<file path="src/rtl/terminfo_entry_deframer_unit_macros.svh">
// ----------------------------------------------------------------------------
// Assertion macros for the terminfo entry deframer
// Clocked on clock, disabled while reset is high.
// ----------------------------------------------------------------------------
`ifndef TERMINFO_ENTRY_DEFRAMER_UNIT_MACROS_SVH
`define TERMINFO_ENTRY_DEFRAMER_UNIT_MACROS_SVH

// plain property
`define TEDF_ASSERT(lbl, prop, msg) \
   lbl: assert property (@(posedge clock) disable iff (reset) prop) else $error(msg);

// same-cycle implication
`define TEDF_ASSERT_IMP(lbl, ante, cons, msg) \
   lbl: assert property (@(posedge clock) disable iff (reset) (ante) |-> (cons)) else $error(msg);

`endif

</file>
<file path="src/rtl/tedf_pkg.sv">
// ----------------------------------------------------------------------------
// tedf_pkg
// Shared types and constants of the terminfo entry deframer.
// ----------------------------------------------------------------------------
package tedf_pkg;

   localparam logic [15:0] MAGIC_NARROW = 16'h011A;
   localparam logic [15:0] MAGIC_WIDE   = 16'h021E;
   localparam int          HEADER_LEN   = 12;

   localparam int QDEPTH = 4;
   localparam int QPTRW  = $clog2(QDEPTH);
   localparam int QCNTW  = $clog2(QDEPTH + 1);

   typedef enum logic [2:0] {
      PH_HEADER,
      PH_NAMES,
      PH_BOOLS,
      PH_PAD,
      PH_NUMS,
      PH_SOFFS,
      PH_STRTAB,
      PH_TAIL
   } phase_type;

   typedef enum logic [2:0] {
      KIND_BOOL,
      KIND_NUM,
      KIND_SOFF,
      KIND_STRB,
      KIND_END
   } kind_type;

   typedef enum logic [2:0] {
      ST_OK,
      ST_SHORT,
      ST_MAGIC,
      ST_NEG,
      ST_TRUNC
   } sts_type;

   // results of one input item: an optional record, then an optional end status
   typedef struct packed {
      logic        has_rec;
      kind_type    kind;
      logic [14:0] idx;
      logic [31:0] value;
      logic        ofs_ok;
      logic        has_sts;
      sts_type     sts;
   } entry_type;

endpackage

</file>
<file path="src/rtl/terminfo_entry_deframer_unit.sv">
// ----------------------------------------------------------------------------
// terminfo_entry_deframer_unit
// Compiled terminfo entry deframer: parses a byte stream into boolean,
// number, string offset and string table records plus an end status.
//
//   channel  dir  handshake          payload
//   req      in   req_valid/stall    data_byte, final_byte
//   rsp      out  rsp_valid/stall    record_kind, entry_index, entry_value,
//                                    offset_valid, status, run_end
//
// One byte is accepted per cycle while req_stall is low; the parser turns it around in that cycle.
// A byte with a record and an end status yields two results, sent one at a time by the
// single output register; a 4-entry queue absorbs the difference.
// Synchronous reset, no clearing pass.
// req_stall rises only when the queue is full; rsp_stall holds the output.
// ----------------------------------------------------------------------------
module terminfo_entry_deframer_unit #(
   parameter int MAX_BOOLS = 44,
   parameter int MAX_NUMS  = 39,
   parameter int MAX_STRS  = 414,
   parameter int MAX_BYTES = 65536
) (
   input  logic               clock,
   input  logic               reset,
   input  logic               req_valid,
   output logic               req_stall,
   input  logic [7:0]         req_data_byte,
   input  logic               req_final_byte,
   output logic               rsp_valid,
   input  logic               rsp_stall,
   output logic [2:0]         rsp_record_kind,
   output logic [14:0]        rsp_entry_index,
   output logic signed [31:0] rsp_entry_value,
   output logic               rsp_offset_valid,
   output logic [2:0]         rsp_status,
   output logic               rsp_run_end
);
   import tedf_pkg::*;

   logic      take;
   logic      push;
   entry_type push_entry;
   logic      q_full;
   logic      pop;
   logic      head_valid;
   entry_type head_entry;

   assign req_stall = q_full;
   assign take      = req_valid && !q_full;

   tedf_front #(
      .MAX_BOOLS (MAX_BOOLS),
      .MAX_NUMS  (MAX_NUMS),
      .MAX_STRS  (MAX_STRS),
      .MAX_BYTES (MAX_BYTES)
   ) u_front (
      .clock      (clock),
      .reset      (reset),
      .take       (take),
      .in_byte    (req_data_byte),
      .in_final   (req_final_byte),
      .push       (push),
      .push_entry (push_entry)
   );

   tedf_queue u_queue (
      .clock      (clock),
      .reset      (reset),
      .push       (push),
      .push_entry (push_entry),
      .full       (q_full),
      .pop        (pop),
      .head_valid (head_valid),
      .head_entry (head_entry)
   );

   tedf_back u_back (
      .clock            (clock),
      .reset            (reset),
      .head_valid       (head_valid),
      .head_entry       (head_entry),
      .pop              (pop),
      .rsp_valid        (rsp_valid),
      .rsp_stall        (rsp_stall),
      .rsp_record_kind  (rsp_record_kind),
      .rsp_entry_index  (rsp_entry_index),
      .rsp_entry_value  (rsp_entry_value),
      .rsp_offset_valid (rsp_offset_valid),
      .rsp_status       (rsp_status),
      .rsp_run_end      (rsp_run_end)
   );

endmodule

</file>
<file path="src/rtl/tedf_front.sv">
// ----------------------------------------------------------------------------
// tedf_front
// Byte parser: tracks header, sections and element assembly, and builds one
// queue entry per item that has results.
// ----------------------------------------------------------------------------
module tedf_front #(
   parameter int MAX_BOOLS = 44,
   parameter int MAX_NUMS  = 39,
   parameter int MAX_STRS  = 414,
   parameter int MAX_BYTES = 65536
) (
   input  logic                clock,
   input  logic                reset,
   input  logic                take,
   input  logic [7:0]          in_byte,
   input  logic                in_final,
   output logic                push,
   output tedf_pkg::entry_type push_entry
);
   import tedf_pkg::*;

   localparam int BPW = $clog2(MAX_BYTES + 1);

   phase_type         phase_ff, phase_in;
   logic [BPW-1:0]    pos_ff, pos_in;
   logic [5:0][15:0]  hdr_ff, hdr_in;
   logic              wide_ff, wide_in;
   logic [14:0]       cnt_ff, cnt_in;
   logic [31:0]       va_ff, va_in;
   logic [1:0]        bie_ff, bie_in;
   sts_type           err_ff, err_in;
   logic              fin_el;
   logic [15:0]       ofs;

   function automatic logic [31:0] sext8(logic [7:0] v);
      return {{24{v[7]}}, v};
   endfunction

   function automatic logic [31:0] sext16(logic [15:0] v);
      return {{16{v[15]}}, v};
   endfunction

   function automatic logic [15:0] sec_len(phase_type ph, logic [5:0][15:0] h);
      logic [15:0] r;
      case (ph)
         PH_NAMES:  r = h[1];
         PH_BOOLS:  r = h[2];
         PH_PAD:    r = {15'd0, h[1][0] ^ h[2][0]};
         PH_NUMS:   r = h[3];
         PH_SOFFS:  r = h[4];
         PH_STRTAB: r = h[5];
         default:   r = 16'd1;
      endcase
      return r;
   endfunction

   // first non-empty section at or after ph
   function automatic phase_type first_sec(phase_type ph, logic [5:0][15:0] h);
      phase_type p;
      p = ph;
      for (int k = 0; k < 6; k++) begin
         if (p != PH_TAIL && sec_len(p, h) == 16'd0) begin
            p = phase_type'(3'(p) + 3'd1);
         end
      end
      return p;
   endfunction

   always_ff @(posedge clock) begin
      if (reset) begin
         phase_ff <= PH_HEADER;
         pos_ff   <= '0;
         hdr_ff   <= '0;
         wide_ff  <= 1'b0;
         cnt_ff   <= '0;
         va_ff    <= '0;
         bie_ff   <= '0;
         err_ff   <= ST_OK;
      end else begin
         phase_ff <= phase_in;
         pos_ff   <= pos_in;
         hdr_ff   <= hdr_in;
         wide_ff  <= wide_in;
         cnt_ff   <= cnt_in;
         va_ff    <= va_in;
         bie_ff   <= bie_in;
         err_ff   <= err_in;
      end
   end

   always_comb begin
      phase_in   = phase_ff;
      pos_in     = pos_ff;
      hdr_in     = hdr_ff;
      wide_in    = wide_ff;
      cnt_in     = cnt_ff;
      va_in      = va_ff;
      bie_in     = bie_ff;
      err_in     = err_ff;
      fin_el     = 1'b0;
      push_entry = '0;
      ofs        = {in_byte, va_ff[7:0]};
      push       = 1'b0;

      if (take) begin
         if (pos_ff < BPW'(MAX_BYTES)) begin
            pos_in = pos_ff + 1'b1;
            unique case (phase_ff)
               PH_HEADER: begin
                  if (pos_ff[0]) begin
                     hdr_in[pos_ff[3:1]][15:8] = in_byte;
                  end else begin
                     hdr_in[pos_ff[3:1]][7:0] = in_byte;
                  end
                  if (pos_ff == BPW'(HEADER_LEN - 1)) begin
                     if (hdr_in[0] == MAGIC_NARROW) begin
                        wide_in = 1'b0;
                     end else if (hdr_in[0] == MAGIC_WIDE) begin
                        wide_in = 1'b1;
                     end else begin
                        err_in = ST_MAGIC;
                     end
                     if (err_in == ST_OK && (hdr_in[1][15] || hdr_in[2][15] ||
                         hdr_in[3][15] || hdr_in[4][15] || hdr_in[5][15])) begin
                        err_in = ST_NEG;
                     end
                     if (err_in != ST_OK) begin
                        phase_in = PH_TAIL;
                     end else begin
                        phase_in = first_sec(PH_NAMES, hdr_in);
                        cnt_in   = '0;
                        bie_in   = '0;
                        va_in    = '0;
                     end
                  end
               end
               PH_NAMES, PH_PAD: begin
                  fin_el = 1'b1;
               end
               PH_BOOLS: begin
                  if ({1'b0, cnt_ff} < 16'(MAX_BOOLS)) begin
                     push_entry.has_rec = 1'b1;
                     push_entry.kind    = KIND_BOOL;
                     push_entry.idx     = cnt_ff;
                     push_entry.value   = sext8(in_byte);
                  end
                  fin_el = 1'b1;
               end
               PH_NUMS: begin
                  va_in = va_ff | (32'(in_byte) << {bie_ff, 3'b000});
                  if (bie_ff == (wide_ff ? 2'd3 : 2'd1)) begin
                     if ({1'b0, cnt_ff} < 16'(MAX_NUMS)) begin
                        push_entry.has_rec = 1'b1;
                        push_entry.kind    = KIND_NUM;
                        push_entry.idx     = cnt_ff;
                        push_entry.value   = wide_ff ? {in_byte, va_ff[23:0]}
                                                     : sext16({in_byte, va_ff[7:0]});
                     end
                     fin_el = 1'b1;
                  end else begin
                     bie_in = bie_ff + 2'd1;
                  end
               end
               PH_SOFFS: begin
                  if (bie_ff[0]) begin
                     if ({1'b0, cnt_ff} < 16'(MAX_STRS)) begin
                        push_entry.has_rec = 1'b1;
                        push_entry.kind    = KIND_SOFF;
                        push_entry.idx     = cnt_ff;
                        push_entry.value   = sext16(ofs);
                        push_entry.ofs_ok  = !ofs[15] && (ofs < hdr_ff[5]);
                     end
                     fin_el = 1'b1;
                  end else begin
                     va_in  = {24'd0, in_byte};
                     bie_in = 2'd1;
                  end
               end
               PH_STRTAB: begin
                  push_entry.has_rec = 1'b1;
                  push_entry.kind    = KIND_STRB;
                  push_entry.idx     = cnt_ff;
                  push_entry.value   = sext8(in_byte);
                  fin_el = 1'b1;
               end
               PH_TAIL: begin
               end
            endcase

            if (fin_el) begin
               cnt_in = cnt_ff + 15'd1;
               bie_in = '0;
               va_in  = '0;
               if ({1'b0, cnt_in} >= sec_len(phase_ff, hdr_ff)) begin
                  phase_in = first_sec(phase_type'(3'(phase_ff) + 3'd1), hdr_ff);
                  cnt_in   = '0;
               end
            end
         end

         if (in_final) begin
            push_entry.has_sts = 1'b1;
            if (pos_in < BPW'(HEADER_LEN)) begin
               push_entry.sts = ST_SHORT;
            end else if (err_in != ST_OK) begin
               push_entry.sts = err_in;
            end else if (phase_in != PH_TAIL) begin
               push_entry.sts = ST_TRUNC;
            end else begin
               push_entry.sts = ST_OK;
            end
            phase_in = PH_HEADER;
            pos_in   = '0;
            hdr_in   = '0;
            wide_in  = 1'b0;
            cnt_in   = '0;
            va_in    = '0;
            bie_in   = '0;
            err_in   = ST_OK;
         end

         push = push_entry.has_rec | push_entry.has_sts;
      end
   end

endmodule

</file>
<file path="src/rtl/tedf_queue.sv">
// ----------------------------------------------------------------------------
// tedf_queue
// Short register queue between the parser and the record sender.
// ----------------------------------------------------------------------------
`include "terminfo_entry_deframer_unit_macros.svh"

module tedf_queue (
   input  logic                clock,
   input  logic                reset,
   input  logic                push,
   input  tedf_pkg::entry_type push_entry,
   output logic                full,
   input  logic                pop,
   output logic                head_valid,
   output tedf_pkg::entry_type head_entry
);
   import tedf_pkg::*;

   entry_type        slot_ff [QDEPTH];
   logic [QPTRW-1:0] wr_ptr_ff, wr_ptr_in;
   logic [QPTRW-1:0] rd_ptr_ff, rd_ptr_in;
   logic [QCNTW-1:0] count_ff, count_in;

   always_ff @(posedge clock) begin
      if (push) begin
         slot_ff[wr_ptr_ff] <= push_entry;
      end
   end

   always_ff @(posedge clock) begin
      if (reset) begin
         wr_ptr_ff <= '0;
         rd_ptr_ff <= '0;
         count_ff  <= '0;
      end else begin
         wr_ptr_ff <= wr_ptr_in;
         rd_ptr_ff <= rd_ptr_in;
         count_ff  <= count_in;
      end
   end

   always_comb begin
      wr_ptr_in = push ? QPTRW'(wr_ptr_ff + 1'b1) : wr_ptr_ff;
      rd_ptr_in = pop  ? QPTRW'(rd_ptr_ff + 1'b1) : rd_ptr_ff;
      count_in  = count_ff;
      if (push && !pop) begin
         count_in = count_ff + 1'b1;
      end else if (pop && !push) begin
         count_in = count_ff - 1'b1;
      end
   end

   assign full       = (count_ff == QCNTW'(QDEPTH));
   assign head_valid = (count_ff != '0);
   assign head_entry = slot_ff[rd_ptr_ff];

   `TEDF_ASSERT_IMP(a_no_push_full, push, !full, "item pushed into full queue")
   `TEDF_ASSERT_IMP(a_no_pop_empty, pop, head_valid, "pop from empty queue")
   `TEDF_ASSERT(a_push_fills, (push && !pop) |=> (count_ff != '0), "queue lost an entry")

endmodule

</file>
<file path="src/rtl/tedf_back.sv">
// ----------------------------------------------------------------------------
// tedf_back
// Record sender: turns each queue entry into one or two results behind an
// output register.
// ----------------------------------------------------------------------------
`include "terminfo_entry_deframer_unit_macros.svh"

module tedf_back (
   input  logic                clock,
   input  logic                reset,
   input  logic                head_valid,
   input  tedf_pkg::entry_type head_entry,
   output logic                pop,
   output logic                rsp_valid,
   input  logic                rsp_stall,
   output logic [2:0]          rsp_record_kind,
   output logic [14:0]         rsp_entry_index,
   output logic signed [31:0]  rsp_entry_value,
   output logic                rsp_offset_valid,
   output logic [2:0]          rsp_status,
   output logic                rsp_run_end
);
   import tedf_pkg::*;

   logic        valid_ff, valid_in;
   logic        sub_ff, sub_in;
   kind_type    kind_ff, kind_in;
   logic [14:0] idx_ff, idx_in;
   logic [31:0] value_ff, value_in;
   logic        ofs_ok_ff, ofs_ok_in;
   sts_type     sts_ff, sts_in;
   logic        run_end_ff, run_end_in;
   logic        out_free;

   always_ff @(posedge clock) begin
      if (reset) begin
         valid_ff <= 1'b0;
         sub_ff   <= 1'b0;
      end else begin
         valid_ff <= valid_in;
         sub_ff   <= sub_in;
      end
   end

   always_ff @(posedge clock) begin
      kind_ff    <= kind_in;
      idx_ff     <= idx_in;
      value_ff   <= value_in;
      ofs_ok_ff  <= ofs_ok_in;
      sts_ff     <= sts_in;
      run_end_ff <= run_end_in;
   end

   always_comb begin
      out_free   = !valid_ff || !rsp_stall;
      valid_in   = valid_ff && rsp_stall;
      sub_in     = sub_ff;
      kind_in    = kind_ff;
      idx_in     = idx_ff;
      value_in   = value_ff;
      ofs_ok_in  = ofs_ok_ff;
      sts_in     = sts_ff;
      run_end_in = run_end_ff;
      pop        = 1'b0;

      if (head_valid && out_free) begin
         valid_in = 1'b1;
         if (head_entry.has_rec && !sub_ff) begin
            kind_in    = head_entry.kind;
            idx_in     = head_entry.idx;
            value_in   = head_entry.value;
            ofs_ok_in  = head_entry.ofs_ok;
            sts_in     = ST_OK;
            run_end_in = !head_entry.has_sts;
            sub_in     = head_entry.has_sts;
            pop        = !head_entry.has_sts;
         end else begin
            kind_in    = KIND_END;
            idx_in     = '0;
            value_in   = '0;
            ofs_ok_in  = 1'b0;
            sts_in     = head_entry.sts;
            run_end_in = 1'b1;
            sub_in     = 1'b0;
            pop        = 1'b1;
         end
      end
   end

   assign rsp_valid        = valid_ff;
   assign rsp_record_kind  = 3'(kind_ff);
   assign rsp_entry_index  = idx_ff;
   assign rsp_entry_value  = value_ff;
   assign rsp_offset_valid = ofs_ok_ff;
   assign rsp_status       = 3'(sts_ff);
   assign rsp_run_end      = run_end_ff;

   `TEDF_ASSERT_IMP(a_sub_has_head, sub_ff, head_valid, "split entry left the queue early")
   `TEDF_ASSERT_IMP(a_end_is_last, valid_ff && kind_ff == KIND_END, run_end_ff,
      "end status not marked last")
   `TEDF_ASSERT_IMP(a_pop_when_free, pop, out_free, "entry popped into a busy output")

endmodule
</file>
<file path="config.mk">
export PLATFORM = sky130hd
export DESIGN_NAME = terminfo_entry_deframer_unit
export DESIGN_NICKNAME = d
export VERILOG_FILES = /design/src/rtl/tedf_pkg.sv /design/src/rtl/terminfo_entry_deframer_unit.sv /design/src/rtl/tedf_front.sv /design/src/rtl/tedf_queue.sv /design/src/rtl/tedf_back.sv
export VERILOG_INCLUDE_DIRS = /design/src /design/src/rtl
export SDC_FILE = /design/constraint.sdc
export NUM_CORES = 1
export LEC_CHECK = 0
export ABC_AREA = 0
export BUFFER_PORTS_ARGS = -buffer_cell sky130_fd_sc_hd__buf_4
export CAP_MARGIN = 20
export CORE_ASPECT_RATIO = 1.1
export CORE_MARGIN = 1.5
export CORE_UTILIZATION = 50
export CTS_CLUSTER_SIZE = 25
export DETAILED_ROUTE_END_ITERATION = 8
export PLACE_DENSITY = 0.72
export RECOVER_POWER = 25
export SYNTH_ARGS = -nofsm -noshare
export SYNTH_HDL_FRONTEND = slang
export SYNTH_SLANG_ARGS = --single-unit
</file>
<file path="constraint.sdc">
create_clock -name clock -period 13.3 [get_ports clock]
set_input_delay 1.995 -clock clock [delete_from_list [all_inputs] [get_ports clock]]
set_output_delay 1.995 -clock clock [all_outputs]
set_load 0.02 [all_outputs]
</file>
== Yosys cells after proc, flatten, opt, wreduce, memory -nomap -nowiden ==
Memories as Yosys holds them, arrays and structs flattened. A register that Yosys moved wholly into a read port is not among the register bits.
Index checks and enable logic that the tools add are counted.

* $add $sub $neg: 19
* Order comparisons: 9
* Equality and inequality tests: 94
* Shift-type cells: 1
* Multiplexer cells: 227
* Bitwise gates (word level): 4
* Reduce and logical (&&, ||, !) cells: 65

{| class="wikitable"
|+ Operators with widths
! kind !! number
|-
| 16-bit case mux with 6 select lines || 12
|-
| 16-bit 2-to-1 mux || 58
|-
| 96-bit 2-to-1 mux || 7
|-
| 3-bit 2-to-1 mux || 85
|-
| 52-bit 2-to-1 mux || 4
|-
| 51-bit case mux with 4 select lines || 1
|-
| 96-bit bitwise mux || 2
|-
| 16-bit zero test || 12
|-
| 32-bit 2-to-1 mux || 6
|-
| 51-bit 2-to-1 mux || 3
|-
| 3-bit == test (second input constant) || 37
|-
| 15-bit 2-to-1 mux || 7
|-
| 16-bit demux with 3-bit select || 2
|-
| 32-bit case mux with 3 select lines || 1
|-
| 3-bit by 2-bit == test with 1-bit output (second input constant) || 24
|-
| 56-bit 2-to-1 mux || 1
|-
| 17-bit 2-to-1 mux || 3
|-
| 3-bit by 1-bit adder with 3-bit output (second input constant) || 13
|-
| 3-bit != test (second input constant) || 13
|-
| 3-bit by 1-bit == test with 1-bit output (second input constant) || 12
|-
| 32-bit bitwise OR || 1
|-
| 8-bit by 5-bit << shifter with 32-bit output || 1
|-
| 31-bit 2-to-1 mux || 1
|-
| 15-bit by 6-bit less-than comparator with 1-bit output (second input constant) || 2
|-
| 37 further kinds || 111
|}

* Bits in registers: 233
* Bits in writable memories: 224
* Input port bits: 13
* Output and inout bits: 57
* Word-level logic and storage cells: 445
* Memories: 1

{| class="wikitable"
|+ Memories
! memory !! depth !! bits a word !! rd ports !! clocked after memory_dff !! wr ports !! line !! RTL
|-
| u_queue.slot_ff || 4 || 56 || 1 || 1 || 1 || tedf_queue.sv:19 || <nowiki>entry_type slot_ff [QDEPTH];</nowiki>
|}

== Depth between registers and ports, before layout ==
Gate-level depths: netlist of run 1.

* Word-level depth: 125
* Depth in mapped cells: 59
* Gate-level depth less buffers: 58

== Modules after synthesis ==
From an unflattened synthesis of run 1, not the netlist that was laid out.

* Cell total of the unflattened synthesis: 2037
* Area total of the unflattened synthesis: 22815.6 sq um

{| class="wikitable"
|+ Modules (own cells, without submodules)
! module !! instances !! cells an instance !! area each (sq um) !! seq. area each (sq um)
|-
| tedf_front || 1 || 1574 || 11995.3 || 3223.1
|-
| tedf_queue || 1 || 336 || 8545.7 || 6906.6
|-
| tedf_back || 1 || 126 || 2260.9 || 1691.6
|-
| terminfo_entry_deframer_unit || 1 || 1 || 13.8 || 0.0
|}

== Worst setup path after synthesis of run 1 ==
Ideal clock, no wire load.

* Kind: register -> register
* Start point: reg u_front.phase_ff[0]
* End point: mem u_queue.slot_ff[0][2] (netlist name), data pin
* Setup time: 159 ps
* Arrival time: 11028 ps
* Required time: 13141 ps
* Slack: 2113 ps
* Stages on the path, launching flop included: 60
* Path buffers: 1
* Period minus slack after synthesis: 11187 ps
* Path through: dfxtp_1 > ha_1 > ha_1 > clkbuf_2 > inv_1 > ha_1 > a31oi_1 > and3_1 > o2111ai_2 > nor3_1 > xnor2_1 > ha_1 > ha_1 > a21oi_1 > o31ai_1 > a2111o_1 > a21oi_1 > or2_4 > (+24 left out) > nand2_1 > inv_1 > and3_1 > o22ai_2 > mux2_4 > inv_2 > ha_1 > ha_1 > nor4_1 > a21oi_1 > nand3_1 > a21oi_1 > and3_1 > a32o_1 > or3_1 > a21o_1 > nor3b_2 > a21oi_2

{| class="wikitable"
|+ RTL lines
! element !! line !! RTL
|-
| start, declared || tedf_front.sv:24 || <nowiki>phase_type phase_ff, phase_in;</nowiki>
|-
| start signal, assigned || tedf_front.sv:80 || <nowiki>phase_ff <= phase_in;</nowiki>
|-
| end, declared || tedf_queue.sv:19 ||
|}

==> results of run 1 <==
timing repair:
| item | in CTS | in global routing |
|---|---|---|
| endpoints found under the hold margin | 0 | 0 |
| endpoints found under the setup margin | 0 | 7 |
| gates resized for setup | 0 | 6 |
kinds of logic (layout without fill, tap and decap cells):
| family | after synthesis | after routing | synth area share |
|---|---|---|---|
| AOI/OAI and AO/OA | 505 | 505 | 0.155 |
| xor gates and xnor gates | 36 | 36 | 0.0153 |
| adders and majority gates | 98 | 98 | 0.0557 |
| buffers and inverters | 193 | 248 | 0.0328 |
| DFF | 447 | 447 | 0.525 |
| muxes | 72 | 72 | 0.0637 |
| and+or+nand+nor | 665 | 665 | 0.153 |
cells in the final DEF (no fill, tap or decap), drive strengths merged, types with 11 or more instances in the layout:
master    n
a21o     19
a21oi   118
a221oi   12
a22oi   151
a31oi    11
and2     34
and3     17
buf      30
clkbuf  112
clkinv   16
dfxtp   172
edfxtp  275
ha       96
inv      79
mux2i    11
mux4     55
nand2    68
nand2b   18
nand3    34
nand4    13
nor2    266
nor2b    56
nor3     49
nor3b    12
nor4     18
o21ai    88
or2      15
or3      15
or4      13
xnor2    26
registers in the layout (all words and copies together) (netlist names), 3 cells and up, named ones only:
name and flops:
u_front.phase_ff 3, u_front.hdr_ff 96, u_front.pos_ff 17, u_front.cnt_ff 15, u_back.rsp_entry_value 32, u_queue.slot_ff 220, u_back.rsp_status 3, u_front.va_ff 24
u_queue.count_ff 3, u_back.rsp_entry_index 15, u_back.rsp_record_kind 3, u_front.err_ff 3
worst min-delay path, delay by kind of cell, from the launching register on:
family	cells	cell delay, ps
DFF	1	330
and+or+nand+nor	1	70
AOI/OAI and AO/OA	1	40
power groups by stage:
stage / Clock (W) / Sequential (W) / Combinational [W]
global route: 0.00139 / 0.00171 / 0.00165
global placement: 0 / 0.00172 / 0.00150
floorplan: 0 / 0.00182 / 0.00103
CTS: 0.00134 / 0.00169 / 0.00155
detailed placement: 0 / 0.00172 / 0.00154
finish: 0.00132 / 0.00169 / 0.00150
how the worst max path moves through the flow:
stage,slack [ps],to,startpoint,cells past startpoint
3_5_place_dp,610,u_queue.slot_ff[1][2]$_DFFE_PP_,u_front.phase_ff[0]$_SDFFE_PP0P_,56
2_1_floorplan,2110,u_queue.slot_ff[0][2]$_DFFE_PP_,u_front.phase_ff[0]$_SDFFE_PP0P_,59
3_3_place_gp,850,u_queue.slot_ff[0][2]$_DFFE_PP_,u_front.phase_ff[0]$_SDFFE_PP0P_,56
6_report,810,u_queue.slot_ff[1][2]$_DFFE_PP_,u_front.phase_ff[0]$_SDFFE_PP0P_,57
4_1_cts,590,u_queue.slot_ff[2][2]$_DFFE_PP_,u_front.phase_ff[0]$_SDFFE_PP0P_,56
5_1_grt,-6,u_queue.slot_ff[2][2]$_DFFE_PP_,u_front.phase_ff[0]$_SDFFE_PP0P_,57
routing by layer:
metal	vias to the layer above	wire, um
li1	7631	-
met5	-	0
met3	149	4070
met4	0	2510
met2	730	28000
met1	8193	23800
cell type report:
cell class / count / area (um^2)
Fill cell: 3730 / 19000
Sequential cell: 447 / 11700
Multi-Input combinational cell: 1376 / 9910
Clock buffer: 49 / 1120
Tap cell: 574 / 718
Timing Repair Buffer: 93 / 463
Clock inverter: 32 / 412
Inverter: 74 / 278
metrics by stage:
step / setup TNS, ps / setup WS [ps] / hold slack, ps / util
after floorplan: 0 / 2110 / 431 / -
after global placement: 0 / 854 / 446 / 0.534
after detailed placement: 0 / 613 / 452 / 0.534
after CTS: 0 / 588 / 470 / 0.569
after global routing: -23.2 / -6.09 / 484 / 0.564
final: 0 / 812 / 471 / 0.564
==> reports/metrics.yaml, run 1 <==
global_route:
  grt_max_degree: 104
  use_met1: 0.323
  grt_overflow: 0
  grt_pass1_wl_um: 89400
  top_usage_layer: "met2"
  grt_antenna_before_repair: 0
  grtUsageMet3: 0.0359
  track_usage: 0.250
  first_global_vias: 15900
  grtUsageMet2: 0.418
synthesis:
  syn_nets: 2127
  synthFlopType: "edfxtp_1"
  netlist_instances: 2016
  synth.avg_cell_area_um2: 11.1
  yosys_warnings: 0
  synth.distinct_cells: 94
  yosysMostFrequentCell: "edfxtp_1"
  async_flop_share: 0
  synth_area_leaders: "edfxtp_1, dfxtp_1, mux4_2"
  synth_edf_count: 275
  synth_top_area_share: 0.370
  ys_seq_elements: 447
  yosysSeqAreaShare: 0.525
  synth_largest_area_cell: "edfxtp_1"
  syn-cell-area_um2: 22300
  synth_common_cells: "edfxtp_1, nor2_1, dfxtp_1, a22oi_1, a21oi_1"
floorplan:
  initial_core_util: 0.511
  fp.dieArea_um2: 45900
  rows: 80
  die_w_um: 204
  design.core.area_um2: 43600
  pin_count: 70
  die_y_um: 224
critical_path:
  arrival_ps: 12870
  path_common_cell: "ha_1"
  crit_required_ps: 13680
  reg2reg_depth: 57
  slowest_delay_ps: 480
  crit_buf_inv: 4
  cp-end-kind: "flop"
  crit-reg2reg-launch: "u_front.phase_ff[0]$_SDFFE_PP0P_"
  cpMaxStageDelayCell: "ha_2"
  reg2reg_to: "u_queue.slot_ff[1][2]$_DFFE_PP_"
  cp_max_fo: 12
  start_kind: "flop"
  crit_family: "compound AO/OA/AOI/OAI gates"
  crit_type: "flop to flop"
  rrSetupSlack_ps: 810
clocking:
  numCtsBuffers: 44
  postCtsHoldBufs: 0
  clock_latency_ps: 570
  cts_tree: "built"
  clock_path_buffers: 3
  clock-root-buffer: "clkbuf_16"
  cts_sinks: 447
  post_cts_buffers: 0
  clkTransAtPathRegs_ps: 70
  h-tree-depth: 2
sta:
  fmax_ghz: 0.0801
  setup_viol: 0
  worst_pin_slew_ps: 3110
  hold_violations: 0
  min_period_over_period: 0.939
  fin_skew_ps: 21.0
  min_period_ps: 12490
  finalMaxSlewViolations: 234
  slew_headroom: -1.07
cells_and_area:
  syn2layout_area_growth_pct: 10.4
  diodes: 0
  stdcell_area_um2: 24600
  drive_gt1_frac: 0.105
  final_nets: 2147
  stdcell_count: 2645
route:
  viasPerCell: 6.31
  vias: 16700
  ant_nets: 0
  firstDrtPassIters: 7
  drtIter0Drc: 1775
  finalWirelength_um: 58400
  wl_per_cell_um: 22.1
  drc: 0
hold_path:
  min_path_type: "flop to flop"
  holdPathEnd: "u_front.va_ff[17]$_SDFFE_PP0P_"
  min_delay_path_depth: 2
  hold_start: "u_front.va_ff[17]$_SDFFE_PP0P_"
run_status:
  violations: "max-capacitance violations, max-slew violations"
  status: "complete, but fails checks"
pwr:
  total_power_w: 0.00451
  leakage_nw: 8.80
  seqPwrFrac: 0.375
  combPwrFrac: 0.333
  clkPwrFrac: 0.292
  ir_worst_vdd_mv: 0.195
  p_int_w: 0.00299
  p_sw_frac: 0.337
  switching_power_w: 0.00152
  power_density_nw_per_um2: 183
place:
  dpl.hpwl_um: 39200
  io_buffer_count: 69
  placed_cell_area_um2: 23300
  gp_congestion: 0.952
  place_inst: 2563
job:
  cap_violations: 5
Note: power is estimated with default switching activity, not from simulation.
==> inputs of run 2 (changes only) <==
--- a/config.mk
+++ b/config.mk
@@ -11,3 +11,2 @@
 export CAP_MARGIN = 20
-export CORE_ASPECT_RATIO = 1.1
 export CORE_MARGIN = 1.5
--- a/constraint.sdc
+++ b/constraint.sdc
@@ -3,2 +3,2 @@
 set_output_delay 1.995 -clock clock [all_outputs]
-set_load 0.02 [all_outputs]
+set_load 0.1 [all_outputs]
==> run 2 against run 1 <==
Against the previous run: the run still ends with max-capacitance violations, max-slew violations left; critical endpoint unchanged; clock skew about the same; sequential share of layout area up 0.14 points; maximum frequency down 0.21%; critical path type unchanged; via count up 0.69%.
==> reports/metrics.yaml, run 2 (synthesis gave the netlist of run 1 again) <==
run_status:
  status: "complete, but fails checks"
  violations: "max-capacitance violations, max-slew violations"
route:
  ant_nets: 0  # unchanged
  viasPerCell: 6.32  # about the same
  firstDrtPassIters: 6  # -1
  vias: 16800  # +0.69%
  wl_per_cell_um: 22.5  # +2.1%
  drtIter0Drc: 1753  # -1.2%
  drc: 0  # unchanged
  finalWirelength_um: 59900  # +2.7%
critical_path:
  arrival_ps: 12900  # +30 ps
  reg2reg_to: "u_queue.slot_ff[1][2]$_DFFE_PP_"
  cp-end-kind: "flop"
  reg2reg_depth: 57  # unchanged
  critPathLaunch: "u_front.phase_ff[0]$_SDFFE_PP0P_"
  crit_required_ps: 13690  # about the same
  start_kind: "flop"
  endpoint: "u_queue.slot_ff[1][2]$_DFFE_PP_"
  crit_type: "flop to flop"
  crit-reg2reg-launch: "u_front.phase_ff[0]$_SDFFE_PP0P_"
  rrSetupSlack_ps: 790  # -30 ps
  slowest_delay_ps: 490  # about the same
  cp_max_fo: 12  # unchanged
  path_common_cell: "ha_1"
  cpMaxStageDelayCell: "o21ai_0"
pwr:
  switching_power_w: 0.00205  # +35%
  combPwrFrac: 0.415  # +0.082
  p_int_w: 0.00291  # -2.7%
  power_density_nw_per_um2: 202  # +10%
  leakage_nw: 8.63  # -1.9%
  total_power_w: 0.00496  # +9.9%
  ir_worst_vdd_mv: 0.335  # +72%
  clkPwrFrac: 0.244  # -0.048
  seqPwrFrac: 0.341  # -0.034
  p_sw_frac: 0.413  # +0.0759
cells_and_area:
  largest_reg_flops: 220  # unchanged
  syn2layout_area_growth_pct: 10.1
  diodes: 0  # unchanged
  regMostFlops: "u_queue.slot_ff"
  fillers: 3782  # +1.4%
  final_common_cell: "edfxtp_1"
  stdcell_count: 2661  # +0.60%
  final_cell_mix: "edfxtp_1, nor2_1, dfxtp_1"
  drive_gt1_frac: 0.106  # +0.00107
  final_nets: 2145  # -0.093%
sta:
  fin_skew_ps: 20.8  # -0.183 ps
  fin_tns_setup_ps: 0  # unchanged
  fmax_ghz: 0.0799  # -0.21%
  worst_pin_slew_ps: 3110  # -0.247 ps
  hold_violations: 0  # unchanged
  min_period_ps: 12510  # +25.9 ps
  finalMaxSlewViolations: 208  # -11%
  slew_headroom: -1.07  # about the same
  min_period_over_period: 0.941  # +0.00194
  holdWs_ps: 466  # -5.21 ps
  setup_viol: 0  # unchanged
job:
  cap_violations: 4  # -1
clocking:
  cts_sinks: 447  # unchanged
  cts_tree: "built"
  post_cts_buffers: 0  # unchanged
  clock-root-buffer: "clkbuf_16"
  postCtsHoldBufs: 0  # unchanged
  h-tree-depth: 2  # unchanged
  clock_path_buffers: 3  # unchanged
  numCtsBuffers: 43  # -2.3%
  ctsResizeCount: 0  # unchanged
  clock_latency_ps: 570  # about the same
  clkTransAtPathRegs_ps: 70  # about the same
floorplan:
  fp.dieArea_um2: 45900  # about the same
  rows: 77  # -3.8%
  initial_core_util: 0.505  # -0.00559
  pin_count: 70  # unchanged
  die_y_um: 214  # -4.6%
  die_w_um: 214  # +4.8%
  design.core.area_um2: 44100  # +1.1%
place:
  place_inst: 2580  # +0.66%
  io_buffer_count: 69  # unchanged
  gp_congestion: 0.971  # +2.0%
  dpl.hpwl_um: 40000  # +2.1%
global_route:
  track_usage: 0.257  # +0.00705
  grt_overflow: 0  # unchanged
  grt_pass1_wl_um: 93600  # +4.7%
  first_global_vias: 16300  # +2.4%
  grt_max_degree: 101  # -2.9%
  grt_antenna_before_repair: 1  # +1
hold_path:
  min_delay_path_depth: 2  # unchanged
  min_path_type: "flop to flop"
run 2: cell type report:
class,count,area [um^2],share of cell area
Clock buffer,57,1210,0.0493
Clock inverter,23,186,0.00760
Inverter,74,278,0.0113
Multi-Input combinational cell,1376,9930,0.405
Sequential cell,447,11700,0.477
Tap cell,592,741,0.0302
Timing Repair Buffer,92,484,0.0197
run 2: worst min path at each step:
stage,slack (ps),end,from
4_1_cts,470,u_front.va_ff[19]$_SDFFE_PP0P_,u_front.va_ff[19]$_SDFFE_PP0P_
3_5_place_dp,450,u_front.va_ff[19]$_SDFFE_PP0P_,u_front.va_ff[19]$_SDFFE_PP0P_
3_3_place_gp,440,u_front.va_ff[16]$_SDFFE_PP0P_,u_front.va_ff[16]$_SDFFE_PP0P_
5_1_grt,480,u_front.va_ff[21]$_SDFFE_PP0P_,u_front.va_ff[21]$_SDFFE_PP0P_
2_1_floorplan,430,u_front.va_ff[15]$_SDFFE_PP0P_,u_front.va_ff[15]$_SDFFE_PP0P_
6_report,470,u_front.va_ff[19]$_SDFFE_PP0P_,u_front.va_ff[19]$_SDFFE_PP0P_
run 2: power by group through the flow:
stage               registers, W  clock network, W  logic [W]
finish                   0.00169           0.00121    0.00206
CTS                      0.00169           0.00122    0.00210
detailed placement       0.00172                 0    0.00209
floorplan                0.00235                 0    0.00104
global route             0.00171           0.00128    0.00221
global placement         0.00171                 0    0.00205
run 2: metrics by stage:
stage	setup slack (ps)	area (um^2)	utilization
finish	786	24500	0.556
global route	-4.28	24500	0.556
CTS	399	24700	0.560
detailed placement	465	23300	0.528
global placement	904	23300	0.528
floorplan	2110	22300	-
run 2: worst max-delay path: cells and delay by family, from the launching register on:
family / cells / cell delay [ps]
AND/OR/NAND/NOR: 18 / 3730
XOR/XNOR: 1 / 270
adder cells (fa/ha/maj): 11 / 2900
AO/OA/AOI/OAI: 18 / 3290
buffers and inverters: 6 / 730
flip-flops: 1 / 400
multiplexers: 3 / 1000
run 2: per-layer routing:
layer	GRT usage	routed length [um]	vias up
li1	-	-	7617
met1	0.355	25300	8277
met2	0.413	27900	774
met3	0.0316	4430	151
met4	0.104	2350	0
met5	0	0	-
